`config.mk`:
```
export PLATFORM = sky130hd
export DESIGN_NAME = miq_seq
export DESIGN_NICKNAME = d
export VERILOG_FILES = /design/src/miq_pkg.sv /design/src/miq_idx.sv /design/src/miq_seq.sv
export SDC_FILE = /design/constraint.sdc
export NUM_CORES = 1
export LEC_CHECK = 0
export BUFFER_PORTS_ARGS = -buffer_cell sky130_fd_sc_hd__buf_4
export CAP_MARGIN = 30
export CORE_MARGIN = 2
export CORE_UTILIZATION = 53
export CTS_CLUSTER_SIZE = 12
export DETAILED_ROUTE_END_ITERATION = 8
export PLACE_DENSITY = 0.89
export SLEW_MARGIN = 20
export SYNTH_ARGS = -nofsm -noshare
export SYNTH_HDL_FRONTEND = slang
export SYNTH_SLANG_ARGS = --single-unit
```
`constraint.sdc`:
```
create_clock -name clk_i -period 17.3 [get_ports clk_i]
set_input_delay 3.46 -clock clk_i [delete_from_list [all_inputs] [get_ports clk_i]]
set_output_delay 3.46 -clock clk_i [all_outputs]
set_load 0.03 [all_outputs]
```
`src/miq_pkg.sv`:
```
package miq_pkg;

  // Request codes carried on the input channel.
  typedef enum logic [1:0] {
    REQ_PUSH_BACK = 2'd0,
    REQ_PUSH_MID  = 2'd1,
    REQ_POP       = 2'd2,
    REQ_NONE      = 2'd3
  } req_e;

  // Status codes carried on the output channel.
  typedef enum logic [1:0] {
    STAT_OK    = 2'd0,
    STAT_EMPTY = 2'd1,
    STAT_FULL  = 2'd2
  } status_e;

  // Sequencer states.
  typedef enum logic [3:0] {
    ST_IDLE     = 4'b0001,
    ST_POP_DATA = 4'b0010,
    ST_MV_RD    = 4'b0100,
    ST_MV_WR    = 4'b1000
  } state_e;

  // Fixed widths of the channel fields.
  localparam int unsigned REQ_W = 2;
  localparam int unsigned VAL_W = 32;
  localparam int unsigned STAT_W = 2;

endpackage

```
`src/miq_idx.sv`:
```
module miq_idx #(
  parameter int unsigned HALF_DEPTH = 512,
  parameter int unsigned AW         = 9,
  parameter int unsigned CW         = 10
) (
  input  logic [AW-1:0] base_i,
  input  logic [CW-1:0] off_i,
  output logic [AW-1:0] idx_o
);

  localparam logic [CW:0] WRAP = (CW+1)'(HALF_DEPTH);

  logic [CW:0] sum;
  logic [CW:0] wrapped;

  // Ring index: base plus offset, folded back once into the ring.
  always_comb begin
    sum = (CW+1)'(base_i) + (CW+1)'(off_i);
    if (sum >= WRAP) begin
      wrapped = sum - WRAP;
    end else begin
      wrapped = sum;
    end
  end

  assign idx_o = wrapped[AW-1:0];

endmodule

```
`src/miq_seq.sv`:
```
module miq_seq #(
  parameter int unsigned HALF_DEPTH = 512,
  parameter int unsigned DATA_WIDTH = 32,
  parameter int unsigned AW         = 9,
  parameter int unsigned CW         = 10
) (
  input  logic                  clk_i,
  input  logic                  rst_ni,
  input  logic                  req_valid_i,
  input  logic [miq_pkg::REQ_W-1:0] req_type_i,
  input  logic [DATA_WIDTH-1:0] req_value_i,
  output logic                  idle_o,
  output logic                  res_valid_o,
  output logic [DATA_WIDTH-1:0] res_data_o,
  output miq_pkg::status_e      res_status_o,
  output logic                  f_we_o,
  output logic [AW-1:0]         f_addr_o,
  output logic [DATA_WIDTH-1:0] f_wdata_o,
  input  logic [DATA_WIDTH-1:0] f_rdata_i,
  output logic                  b_we_o,
  output logic [AW-1:0]         b_addr_o,
  output logic [DATA_WIDTH-1:0] b_wdata_o,
  input  logic [DATA_WIDTH-1:0] b_rdata_i
);
  import miq_pkg::*;

  localparam logic [CW:0]   FULL_CNT = (CW+1)'(2 * HALF_DEPTH);
  localparam logic [CW-1:0] OFF_ONE  = CW'(1);
  localparam logic [CW-1:0] OFF_PREV = CW'(HALF_DEPTH - 1);

  state_e        state_q, state_d;
  logic [AW-1:0] front_head_q, front_head_d;
  logic [AW-1:0] back_head_q, back_head_d;
  logic [CW-1:0] front_count_q, front_count_d;
  logic [CW-1:0] back_count_q, back_count_d;

  logic [AW-1:0] idx_base;
  logic [CW-1:0] idx_off;
  logic [AW-1:0] idx_res;
  logic [CW:0]   total;
  logic          full;

  // Shared ring-index unit, one index per cycle.
  miq_idx #(
    .HALF_DEPTH(HALF_DEPTH),
    .AW        (AW),
    .CW        (CW)
  ) u_idx (
    .base_i(idx_base),
    .off_i (idx_off),
    .idx_o (idx_res)
  );

  assign total  = (CW+1)'(front_count_q) + (CW+1)'(back_count_q);
  assign full   = (total >= FULL_CNT);
  assign idle_o = (state_q == ST_IDLE);

  // Request sequencer: decode in idle, then read, move and write steps.
  always_comb begin
    state_d       = state_q;
    front_head_d  = front_head_q;
    back_head_d   = back_head_q;
    front_count_d = front_count_q;
    back_count_d  = back_count_q;
    idx_base      = front_head_q;
    idx_off       = front_count_q;
    f_we_o        = 1'b0;
    f_addr_o      = front_head_q;
    f_wdata_o     = req_value_i;
    b_we_o        = 1'b0;
    b_addr_o      = back_head_q;
    b_wdata_o     = req_value_i;
    res_valid_o   = 1'b0;
    res_data_o    = '0;
    res_status_o  = STAT_OK;

    unique case (state_q)
      ST_IDLE: begin
        if (req_valid_i) begin
          unique case (req_e'(req_type_i))
            REQ_POP: begin
              if (total == '0) begin
                res_valid_o  = 1'b1;
                res_status_o = STAT_EMPTY;
              end else begin
                // Read the oldest entry and advance the front head.
                idx_base      = front_head_q;
                idx_off       = OFF_ONE;
                f_addr_o      = front_head_q;
                front_head_d  = idx_res;
                front_count_d = front_count_q - OFF_ONE;
                state_d       = ST_POP_DATA;
              end
            end
            REQ_PUSH_BACK: begin
              if (full) begin
                res_valid_o  = 1'b1;
                res_status_o = STAT_FULL;
              end else begin
                idx_base     = back_head_q;
                idx_off      = back_count_q;
                b_we_o       = 1'b1;
                b_addr_o     = idx_res;
                back_count_d = back_count_q + OFF_ONE;
                if (back_count_q == front_count_q) begin
                  state_d = ST_MV_RD;
                end
              end
            end
            REQ_PUSH_MID: begin
              if (full) begin
                res_valid_o  = 1'b1;
                res_status_o = STAT_FULL;
              end else if (front_count_q > back_count_q) begin
                // The new entry becomes the oldest of the back half.
                idx_base     = back_head_q;
                idx_off      = OFF_PREV;
                back_head_d  = idx_res;
                b_we_o       = 1'b1;
                b_addr_o     = idx_res;
                back_count_d = back_count_q + OFF_ONE;
              end else begin
                idx_base      = front_head_q;
                idx_off       = front_count_q;
                f_we_o        = 1'b1;
                f_addr_o      = idx_res;
                front_count_d = front_count_q + OFF_ONE;
              end
            end
            default: begin
            end
          endcase
        end
      end
      ST_POP_DATA: begin
        res_valid_o = 1'b1;
        res_data_o  = f_rdata_i;
        if (back_count_q > front_count_q) begin
          // Rebalance: start reading the oldest back entry at once.
          idx_base     = back_head_q;
          idx_off      = OFF_ONE;
          b_addr_o     = back_head_q;
          back_head_d  = idx_res;
          back_count_d = back_count_q - OFF_ONE;
          state_d      = ST_MV_WR;
        end else begin
          state_d = ST_IDLE;
        end
      end
      ST_MV_RD: begin
        idx_base     = back_head_q;
        idx_off      = OFF_ONE;
        b_addr_o     = back_head_q;
        back_head_d  = idx_res;
        back_count_d = back_count_q - OFF_ONE;
        state_d      = ST_MV_WR;
      end
      ST_MV_WR: begin
        // Append the moved entry to the front half.
        idx_base      = front_head_q;
        idx_off       = front_count_q;
        f_we_o        = 1'b1;
        f_addr_o      = idx_res;
        f_wdata_o     = b_rdata_i;
        front_count_d = front_count_q + OFF_ONE;
        state_d       = ST_IDLE;
      end
      default: begin
        state_d = ST_IDLE;
      end
    endcase
  end

  // Control registers.
  always_ff @(posedge clk_i or negedge rst_ni) begin
    if (!rst_ni) begin
      state_q       <= ST_IDLE;
      front_head_q  <= '0;
      back_head_q   <= '0;
      front_count_q <= '0;
      back_count_q  <= '0;
    end else begin
      state_q       <= state_d;
      front_head_q  <= front_head_d;
      back_head_q   <= back_head_d;
      front_count_q <= front_count_d;
      back_count_q  <= back_count_d;
    end
  end

endmodule
```
# Yosys cells after proc, flatten, opt, wreduce, memory -nomap -nowiden
# Cells that the tools add are included.
# W data, S select, Z words.
dict set report classes {
  n_mul 0
  div 0
  bitwise_logic 1
  eq_ne 19
  mux 74
  add_sub_neg 7
  magnitude_cmp 4
  shifts 0
  reduce_logical 10
}
# cell count
set op_table {}
lappend op_table {{$mux W9} 18}
lappend op_table {{$mux W10} 15}
lappend op_table {{$pmux W10 S3} 3}
lappend op_table {{$mux W32} 2}
lappend op_table {{$pmux W10 S2} 3}
lappend op_table {{$pmux W9 S2} 3}
lappend op_table {{$pmux W9 S3} 2}
lappend op_table {{$add A10 B1 Y10 const B} 2}
lappend op_table {{$gt A10 B10 Y1} 2}
lappend op_table {{$mux W4} 5}
lappend op_table {{$sub A10 B1 Y10 const B} 2}
lappend op_table {{$ne A3 B3 Y1 const B} 6}
lappend op_table {{$mux W1} 13}
lappend op_table {{$pmux W4 S3} 1}
lappend op_table {{$add A10 B10 Y11} 1}
lappend op_table {{$add A9 B10 Y11} 1}
lappend op_table {{$ge A11 B10 Y1 const B} 1}
lappend op_table {{$ge A11 B11 Y1 const B} 1}
lappend op_table {{$logic_not A11 Y1} 1}
lappend op_table {{$eq A10 B10 Y1} 1}
lappend op_table {{$ne A3 B1 Y1 const B} 3}
lappend op_table {{$sub A9 B1 Y9 const B} 1}
lappend op_table {{$pmux W1 S2} 4}
lappend op_table {{$pmux W4 S2} 1}
lappend op_table {{19 further kinds} 23}
dict set report word_totals {
  output_inout_bits 120
  ff_bits 42
  word_cells 120
  mem_count 0
  input_bits 101
  latchBits 0
  romBits 0
  mem_bits_rw 0
}

# Longest topological paths before layout
# Gate-level depths: netlist (run 1).
dict set report logic_depth {
  depth_word 14
  ltp_mapped 25
  mapped_depth_nobuf 24
}

# Cells and area by module
# A second synthesis (run 1) with hierarchy kept.
dict set report unflattened {
  cells_unflattened 683
  hier_area_um2 5016.1
}
# module cells_each instances area_per_inst_um2 seq_area_each_um2
set by_module_without_submodules {}
lappend by_module_without_submodules {miq_seq 642 1 4670.7 1052.3}
lappend by_module_without_submodules {miq_idx 41 1 345.3 0.0}

# Least setup slack after synthesis (run 1)
# No wires, ideal clock.
dict set report synth_timing {
  path_type {input -> output}
  startpoint {input req_type_i[1] in the netlist's numbering}
  endpoint {output b_addr_o[8]}
  arrival_ps 7529
  cell_stages 17
  n_path_buf 2
  required_ps 13840
  setup_slack_ps 6311
  path_cell_list {clkbuf_1 nand2b_1 o21a_1 a21oi_2 buf_2 mux2_2 ha_1 fa_1 a21o_1 a211oi_1 nor2_1 o41ai_1 nand4_1 or3b_1 o211ai_2 a22oi_1 nor2_1}
}
dict set report synth_via {
  elab_chain_cells 12
  elab_cells_between_ends 19
  classes_between {2 x add/sub; 1 x order compare; 2 x eq/ne; 13 x mux; 1 x reduce/logical}
}
# item line
set synth_rtl {}
lappend synth_rtl {{from (decl)} miq_seq.sv:10} ;# input logic [miq_pkg::REQ_W-1:0] req_type_i,
lappend synth_rtl {{$eq A2 B1 Y1, or another cell as far along} miq_seq.sv:80} ;# unique case (req_e'(req_type_i))
lappend synth_rtl {{$pmux W10 S3 / $pmux W9 S2 (equally long branches)} miq_seq.sv:80}
lappend synth_rtl {{$mux W10 / $mux W9 (equally long branches)} miq_seq.sv:79} ;# if (req_valid_i) begin
lappend synth_rtl {{$pmux W10 S3 / $pmux W9 S3 (equally long branches)} miq_seq.sv:77} ;# unique case (state_q)
lappend synth_rtl {{$add A9 B10 Y11} miq_idx.sv:18} ;# sum = (CW+1)'(base_i) + (CW+1)'(off_i);
lappend synth_rtl {{$sub A9 B1 Y9 / $ge A11 B10 Y1 (equally long branches)} {miq_idx.sv:20, miq_idx.sv:19}}
lappend synth_rtl {{$mux W9} miq_idx.sv:19} ;# if (sum >= WRAP) begin
lappend synth_rtl {{$mux W9} miq_seq.sv:114} ;# end else if (front_count_q > back_count_q) begin
lappend synth_rtl {{$mux W9} miq_seq.sv:111} ;# if (full) begin
lappend synth_rtl {{$pmux W9 S2 *} miq_seq.sv:80}
lappend synth_rtl {{$mux W9 *} miq_seq.sv:79}
lappend synth_rtl {{$mux W9 *} --}
lappend synth_rtl {{to (decl)} miq_seq.sv:21} ;# output logic [AW-1:0] b_addr_o,
# Every way passes the cells marked *; elsewhere a longest branch is shown, timed or not.

# Worst setup path after layout (run 1)
dict set report layout_timing {
  startpoint {input req_valid_i}
  endpoint {output b_addr_o[8]}
}
dict set report layout_via {
  elab_chain_cells 10
  elab_cells_between_ends 14
  classes_between {2 x add/sub; 1 x order compare; 11 x mux}
}
# item line
set layout_rtl {}
lappend layout_rtl {{from (decl)} miq_seq.sv:9} ;# input logic req_valid_i,
lappend layout_rtl {{$mux W9 / $mux W10 (equally long branches)} miq_seq.sv:79}
lappend layout_rtl {{$pmux W9 S3 / $pmux W10 S3 (equally long branches)} miq_seq.sv:77}
lappend layout_rtl {{$add A9 B10 Y11} miq_idx.sv:18}
lappend layout_rtl {{$sub A9 B1 Y9 / $ge A11 B10 Y1 (equally long branches)} {miq_idx.sv:20, miq_idx.sv:19}}
lappend layout_rtl {{$mux W9} miq_idx.sv:19}
lappend layout_rtl {{$mux W9} miq_seq.sv:114}
lappend layout_rtl {{$mux W9} miq_seq.sv:111}
lappend layout_rtl {{$pmux W9 S2} miq_seq.sv:80}
lappend layout_rtl {{$mux W9 *} miq_seq.sv:79}
lappend layout_rtl {{$mux W9 *} --}
# Marked as above.

==> results.md, run 1 <==
* Largest net degree at the start of global routing at 43
* Overflow after GRT at 0
* Worst setup path end: b_addr_o[8]
* CP arrival at 8170 ps
* Fillers at 669
* Worst-path cell chain: buf_4 -> nand2_1 -> nor2_1 -> o21a_1 -> a21oi_2 -> buf_8 -> mux2_2 -> ha_1 -> fa_1 -> a21o_1 -> a211oi_1 -> nor2_1 -> o41ai_1 -> nand4_1 -> or3b_1 -> o211ai_2 -> a22oi_1 -> nor2_1 -> buf_4
* Final Max Slew Viols at 0
* VDD IR max at 0.188 mV
* Synth Cell Area at 4930 sq um
* Final Hold Fails at 0
* First-pass GRT wire length at 27200 microns
* Clock sink count at 42
* Crit path kind: in -> out
* Power per cell area at 186 nW/um^2
* Clock Path Buffers at 2
* Root Buffer: clkbuf_8
* Syn_area_per_cell at 8.36 sq um
* Via density at 6.09
* Worst Setup Start Kind: input pin
* CP max stage cell: o41ai_1
* Initial DRC Count at 708
* Delay-heaviest family, CP: compound AO/OA/AOI/OAI gates
* Synth Warn # at 0
* DRT Pass-1 Iters at 5
* Die width at 100 microns
* Worst Skew at 11.5 ps
* R2R depth at 22
* Worst slack, placed at 5600 ps
* Routed Antenna Nets at 0
* Highest metal used: met4
* CP max stage delay at 710 ps
* Dpl hpwl at 14400 microns
* Core ar. at 9150 sq um
* CTS tree: built
* DIE HEIGHT at 100 microns
* Nets at 912
* FFs w/ async S/R, synth at 100%
* Total GRT Usage at 34.3%
* Syn nets at 732
* Die area at 10100 sq um
* Worst Tran Pin Value at 856 ps
* WL final at 18000 microns
* Syn Inst Count at 590
* Routed wl met2 at 8220 microns
* Fin crit share at 67.2%
* P_leak at 3.19 nW
* WL met1 at 7300 microns
* CP endpoint kind: primary output
* Worst skew pair latency at 300 ps
* RSZ-0062 raised after global routing: false
* DR WL met3 at 1960 microns
* Setup TNS at 0 ps
* Unique masters post-synth at 73
* Max Clk Rate at 0.0860 GHz
* Ratio of cells with drive above 1 in the final layout at 40.9%
* CTS Buf Count at 5
* Number of synthesized flops with an enable pin at 0
* Slew headroom at 42.2%
* Area Growth Syn to Fin at 32.7%
* Starting Density at 53.9%
* H-Tree Depth at 2
* Register area share after synthesis at 21.3%
* Flop2flop setup slack at 10380 ps
* Critical path peak fanout at 19
* Max_cap viols at 0
* Post-route DRC violation count at 0
* CTS Hold Bufs at 0
* Slack of the critical path at 5670 ps
* CP Depth at 19
* Row count at 35
* Crit path required time at 13840 ps
* Port buffer count at 220
* Reg2Reg Launch Point: front_count_q[3]
* Final min period at 11630 ps
* Initial antenna violation count at 0
* Post-synth top flop: dfrtp_1
* Clock transition at path regs at 80 ps
* Post-CTS Setup Repair Bufs at 0
* IO Pins at 221
* Outcome: finished, final reports clean
* Drt wl/cell at 20.4 microns
* Vias in the first global route at 5199
* Crit path from: req_valid_i
* # resized after CTS at 0
* Most frequent cells in the layout: buf_4 (225), mux2_2 (62), nand2_1 (55), dfrtp_1 (41), ha_1 (38)
* Inserted Diodes at 0
* RePlAce Congestion at 1.02
* Crit path top cell by count: nor2_1
* Worst r2r dst: back_head_q[8]
* Final Setup Violations at 0
* Via Count at 5368
* Min-delay worst type: reg -> reg
* Leading cell type in the layout, fill and taps excluded: buf_4
* Crit path buffers/inverters at 3
* Post-synthesis sequential element count at 42
-- cell families after synthesis --
family                   synth area share, %
XOR/XNOR                                5.50
multiplexers                            14.8
flip-flops                              21.3
adder cells (fa/ha/maj)                 10.9
AO/OA/AOI/OAI                           17.6
buffers and inverters                   9.74
AND/OR/NAND/NOR                         20.3
-- sequential cells by signal, summed over array words and instances, names as in the netlist --
| signal | cells |
|---|---|
| front_head_q | 9 |
| back_head_q | 9 |
| back_count_q | 10 |
| state_q | 4 |
| front_count_q | 10 |
-- layout make-up --
cell class | count | area (sq um) | share of cell area, %
Sequential cell | 42 | 1050 | 16.1
Clock buffer | 5 | 68.8 | 1.05
Inverter | 33 | 124 | 1.89
Clock inverter | 3 | 40.0 | 0.612
Timing Repair Buffer | 227 | 1710 | 26.1
Multi-Input combinational cell | 461 | 3410 | 52.1
Tap cell | 111 | 139 | 2.12
-- worst min path at each step --
| stage | start | endpoint | slack [ps] | cells past startpoint |
|---|---|---|---|---|
| finish | front_head_q[5] | front_head_q[5] | 510 | 2 |
| floorplan | front_head_q[0] | front_head_q[0] | 450 | 2 |
| global placement | front_head_q[3] | front_head_q[3] | 480 | 2 |
| detailed placement | front_head_q[3] | front_head_q[3] | 490 | 2 |
| CTS | front_head_q[7] | front_head_q[7] | 510 | 2 |
| global route | front_head_q[5] | front_head_q[5] | 530 | 2 |
-- metal layers --
metal  vias up  GRT usage, %
li1       2428             -
met2       350          55.6
met4         0          8.01
met3        67          7.91
met1      2523          46.6
met5         -             0
-- per-stage QoR --
step	cells	power [mW]	util (%)	hold slack [ps]	instance area, sq um
after floorplan	590	0.868	-	451	4930
after global placement	871	1.06	70.0	479	6410
after global routing	882	1.30	71.5	531	6550
final	882	1.22	71.5	510	6550
after detailed placement	872	1.10	70.1	493	6420
after CTS	880	1.19	71.3	513	6530
-- worst register-to-register path, delay by kind of cell (launching register included) --
family	cells	cell delay (ps)
compound gates	9	2990
fa+ha+maj	3	1050
buf+inv	2	430
flops	1	500
mux	1	360
simple gates	7	1500
-- report_power, final --
part           total (mW)  leakage, nW  internal (mW)  switching [mW]
Sequential          0.208        0.502          0.142          0.0662
Clock              0.0792       0.0579         0.0425          0.0367
Combinational       0.931         2.63          0.371           0.559
Total                1.22         3.19          0.556           0.662
-- cell usage after synthesis (3+ instances only) --
master    number  area [sq um]
a211oi_1       5          37.5
a21o_1         3          22.5
a21oi_1       31           155
a22oi_1        7          52.6
a31oi_1        6          37.5
and2_1        33           206
and3_1         4          25.0
buf_2          5          25.0
buf_4         32           240
clkbuf_1      12          45.0
dfrtp_1       41          1030
fa_1           3          60.1
ha_1          38           475
inv_1         32           120
mux2_2        62           698
mux2i_1        3          30.0
nand2_1       55           206
nand2b_1       9          56.3
nand3_1        7          35.0
nand4_1        4          25.0
nor2_1        37           139
nor2b_1        3          18.8
nor3_1        14          70.1
nor4_1         7          43.8
o21a_1         3          22.5
o21ai_0       31           155
o21ai_1        3          15.0
o21bai_1       6          45.0
o221ai_1       3          26.3
o311ai_0       4          35.0
o31ai_1        4          30.0
or3_1          3          18.8
xnor2_1       29           254
No activity file was read; power rests on OpenSTA's default activity.
==> run 2: changes to the inputs <==
CORE_UTILIZATION = 49   (was 53)
PLACE_DENSITY = 0.83   (was 0.89)
clock period = 10.7 ns   (was 17.3 ns; I/O delays follow)
==> results.md, run 2 (synthesis results as in run 1) <==
* Biggest regs: back_count_q x10, front_count_q x10
* Max Clk Rate at 0.110 GHz
* Fin crit share at 85.3%
* CP endpoint kind: primary output
* Tot Pwr at 1.96 mW
* Area Growth Syn to Fin at 33.3%
* CTS Buf Count at 5
* Crit path kind: reg -> out
* Initial antenna violation count at 0
* Clock transition at path regs at 100 ps
* Critical path peak fanout at 24
* Ratio of cells with drive above 1 in the final layout at 40.8%
* RePlAce Congestion at 1.01
* H-Tree Depth at 2
* Worst Skew at 8.24 ps
* Design area at 6580 sq um
* Net switching power at 1.06 mW
* Total GRT Usage at 31.6%
* Placed Instances at 895
* WL final at 17900 microns
* Most frequent cells in the layout: buf_4 (226), mux2_2 (62), nand2_1 (55), dfrtp_1 (41), ha_1 (38)
* Seq pwr share at 17.0%
* Core ar. at 9770 sq um
* Port buffer count at 220
* Root Buffer: clkbuf_8
* Vias in the first global route at 4917
* Starting Density at 50.5%
* Pint at 0.897 mW
* Nets at 911
* CTS tree: built
* Final Setup Violations at 0
* Sw Share at 54.2%
* Via Count at 5226
* Fin util at 67.3%
* Post-Layout Cell Count at 903
* First-pass GRT wire length at 27400 microns
* Inserted Diodes at 0
* Clk pwr share at 7.1%
* Clock Path Buffers at 2
* Die width at 104 microns
* Placed cell areas at 6460 sq um
* Min-delay worst type: reg -> reg
* Outcome: finished, final reports clean
* Dpl hpwl at 14400 microns
* Final Max Slew Viols at 0
* Overflow after GRT at 0
* P_leak at 3.18 nW
* Die area at 10900 sq um
* Largest net degree at the start of global routing at 43
* Via density at 5.79
* CP arrival at 6990 ps
* Max_cap viols at 0
* RSZ-0062 raised after global routing: false
* Setup TNS at 0 ps
* Slew headroom at 42.3%
* Row count at 36
* Worst Setup Start Kind: flip-flop
* Crit path required time at 8560 ps
* Routed Antenna Nets at 0
* Post-CTS Setup Repair Bufs at 0
* Worst Tran Pin Value at 855 ps
* Worst skew pair latency at 310 ps
* Final Hold Fails at 0
* Post-route DRC violation count at 0
* Power per cell area at 297 nW/um^2
* CTS Hold Bufs at 0
* DRT Pass-1 Iters at 5
* Final min period at 9130 ps
* Drt wl/cell at 19.8 microns
* Comb pwr share at 75.9%
* VDD IR max at 0.261 mV
* Initial DRC Count at 456
* # resized after CTS at 0
* IO Pins at 221
* DIE HEIGHT at 104 microns
* Clock sink count at 42
* Leading cell type in the layout, fill and taps excluded: buf_4
run 2: path summary, 6_finish.rpt:
| kind | startpoint | endpoint | slack (ps) | cells past startpoint |
|---|---|---|---|---|
| worst max-delay path | front_count_q[2] | b_addr_o[8] | 1570 | 23 |
| worst min-delay path | front_head_q[6] | front_head_q[6] | 520 | 2 |
| worst max register to register | front_count_q[2] | back_head_q[8] | 4150 | 22 |
| worst min register to register | front_head_q[6] | front_head_q[6] | 520 | 2 |
| max in group asynchronous | rst_ni | state_q[0] | 8520 | 1 |
| min in group asynchronous | rst_ni | front_count_q[5] | 1810 | 1 |
run 2: final cells by class:
class                   instances  area [sq um]
clock buffers                   5          68.8
fillers                       806          3200
repair buffers                226          1700
inverters                      33           124
flip-flops and latches         42          1050
well taps                     133           166
multi-input cells             461          3420
clock inverters                 3          48.8
run 2: per-layer routing:
metal	track usage (%)	part of all wire, %
met1	44.2	42
met2	49.5	46
met3	7.46	10
met4	6.95	1.9
met5	0	0
run 2: power groups by stage:
stage | Combinational (mW) | Sequential [mW] | Clock, mW
final | 1.49 | 0.333 | 0.138
after global placement | 1.41 | 0.326 | 0
after floorplan | 1.11 | 0.292 | 0
after global routing | 1.61 | 0.342 | 0.146
after CTS | 1.46 | 0.330 | 0.137
after detailed placement | 1.45 | 0.332 | 0
run 2: critical path: stages (launching register included):
cell	delay (ps)
dfrtp_1	480
inv_1	130
ha_1	380
or2b_1	270
a211o_1	340
a2111oi_4	500
or2_2	320
nor2_1	160
o21a_1	260
a21oi_2	150
buf_4	280
mux2_2	370
ha_1	230
fa_1	410
a21o_1	200
a211oi_1	300
nor2_1	110
o41ai_1	710
nand4_1	150
or3b_1	430
o211ai_2	110
a22oi_1	100
nor2_1	120
buf_4	170
run 2: metrics by stage:
| step | hold slack, ps | worst slack (ps) |
|---|---|---|
| global route | 545 | 1160 |
| floorplan | 451 | 2350 |
| global placement | 474 | 2090 |
| detailed placement | 490 | 1860 |
| finish | 517 | 1570 |
| CTS | 512 | 1670 |
==> run 3: changes to the inputs <==
CORE_ASPECT_RATIO = 0.6   (was not set)
PLACE_DENSITY = 0.82   (was 0.83)
SYNTH_HIERARCHICAL = 1   (was not set)
==> results.md, run 3 <==
* Clock sink count at 42
* RePlAce Congestion at 0.975
* Starting Density at 50.5%
* CP max stage cell: nor2_1
* Crit path top cell by count: nand2_1
* Inserted Diodes at 0
* Crit path required time at 8560 ps
* Synth Cell Area at 4990 sq um
* Clock Path Buffers at 2
* Area Growth Syn to Fin at 34.3%
* Worst Tran Pin Value at 888 ps
* CP arrival at 6480 ps
* Port buffer count at 220
* Final Hold Fails at 0
* Syn nets at 820
* Biggest regs: back_count_q x10, front_count_q x10
* Post-CTS Setup Repair Bufs at 0
* Slew headroom at 40.5%
* Ratio of cells with drive above 1 in the final layout at 34.0%
* Syn_area_per_cell at 7.36 sq um
* DRT Pass-1 Iters at 5
* Worst slack, placed at 2270 ps
* P_leak at 3.44 nW
* Post-route DRC violation count at 0
* Root Buffer: clkbuf_16
* First-pass GRT wire length at 27700 microns
* Worst-path cell chain: buf_4 -> nand2_1 -> nor2_1 -> nand3_1 -> inv_2 -> nor2_2 -> nand2_1 -> nand2_1 -> ha_1 -> fa_1 -> a21o_2 -> a21oi_2 -> o21ai_0 -> xor2_1 -> mux2_2 -> buf_4
* Die width at 134 microns
* VDD IR max at 0.145 mV
* Die area at 11000 sq um
* Worst Setup Start Kind: input pin
* Critical path peak fanout at 19
* Max_cap viols at 0
* Power per cell area at 251 nW/um^2
* Min-delay worst type: reg -> reg
* Initial DRC Count at 615
* Core ar. at 9880 sq um
* Total GRT Usage at 32.0%
* Via density at 5.81
* Nets at 994
* IO Pins at 221
* Slack of the critical path at 2080 ps
* Tot Pwr at 1.68 mW
* Most frequent cells in the layout: buf_4 (226), nand2_1 (190), dfrtp_1 (41), ha_1 (38), a21oi_1 (37)
* Setup TNS at 0 ps
* WL met1 at 7390 microns
* Initial antenna violation count at 0
* Overflow after GRT at 0
* Dpl hpwl at 14500 microns
* Worst Skew at 10.2 ps
* Final min period at 8620 ps
* Worst skew pair latency at 300 ps
* Routed wl met2 at 8350 microns
* Delay-heaviest family, CP: simple AND/OR/NAND/NOR gates
* CP max stage delay at 650 ps
* H-Tree Depth at 2
* Via Count at 5737
* Synth Warn # at 6
* Vias in the first global route at 5289
* Leading cell type in the layout, fill and taps excluded: buf_4
* Final Max Slew Viols at 0
* DIE HEIGHT at 82.2 microns
* Fin crit share at 80.6%
* Crit path buffers/inverters at 3
* Routed Antenna Nets at 0
* Row count at 28
* Largest net degree at the start of global routing at 44
* Max Clk Rate at 0.116 GHz
* CTS Hold Bufs at 0
* Highest metal used: met4
* Final Setup Violations at 0
* CTS Buf Count at 5
* RSZ-0062 raised after global routing: false
* CP endpoint kind: primary output
* Syn Inst Count at 678
* # resized after CTS at 0
* Drt wl/cell at 18.8 microns
* WL final at 18500 microns
* DR WL met3 at 2250 microns
* CTS tree: built
* Clock transition at path regs at 60 ps
* Outcome: finished, final reports clean
* Crit path kind: in -> out
[run 3: metrics by stage]
| stage | area, sq um | std cells | hold slack, ps | utilization (%) |
|---|---|---|---|---|
| after global routing | 6700 | 988 | 566 | 67.8 |
| after CTS | 6670 | 987 | 539 | 67.5 |
| final | 6700 | 988 | 537 | 67.8 |
| after global placement | 6510 | 979 | 519 | 65.9 |
| after detailed placement | 6510 | 979 | 525 | 65.9 |
| after floorplan | 4990 | 678 | 499 | - |
[run 3: report_power, final]
group / switching [mW] / internal [mW]
Sequential: 0.0805 / 0.219
Combinational: 0.726 / 0.476
Clock: 0.0684 / 0.111
[run 3: layout make-up]
type                    count  area (sq um)
flip-flops and latches     42          1050
fillers                   809          3180
repair buffers            227          1720
clock buffers               7           133
inverters                  24          90.1
multi-input cells         552          3500
well taps                 135           169
clock inverters             1          30.0
[run 3: layer usage]
layer,vias up,GRT usage [%]
met5,-,0
met4,0,11.1
met3,47,10.4
met2,375,51.9
met1,2673,40.7
li1,2642,-
[run 3: final timing paths]
check                                  from          endpoint  slack (ps)  cells past startpoint
hold / removal               back_head_q[5]    back_head_q[5]         540                      1
setup / recovery                req_valid_i       f_addr_o[6]        2080                     16
min in group asynchronous            rst_ni   front_head_q[1]        1840                      1
hold reg to reg              back_head_q[5]    back_head_q[5]         540                      1
max in group asynchronous            rst_ni  front_count_q[7]        8460                      1
setup reg to reg           front_count_q[2]    back_head_q[6]        5000                     18
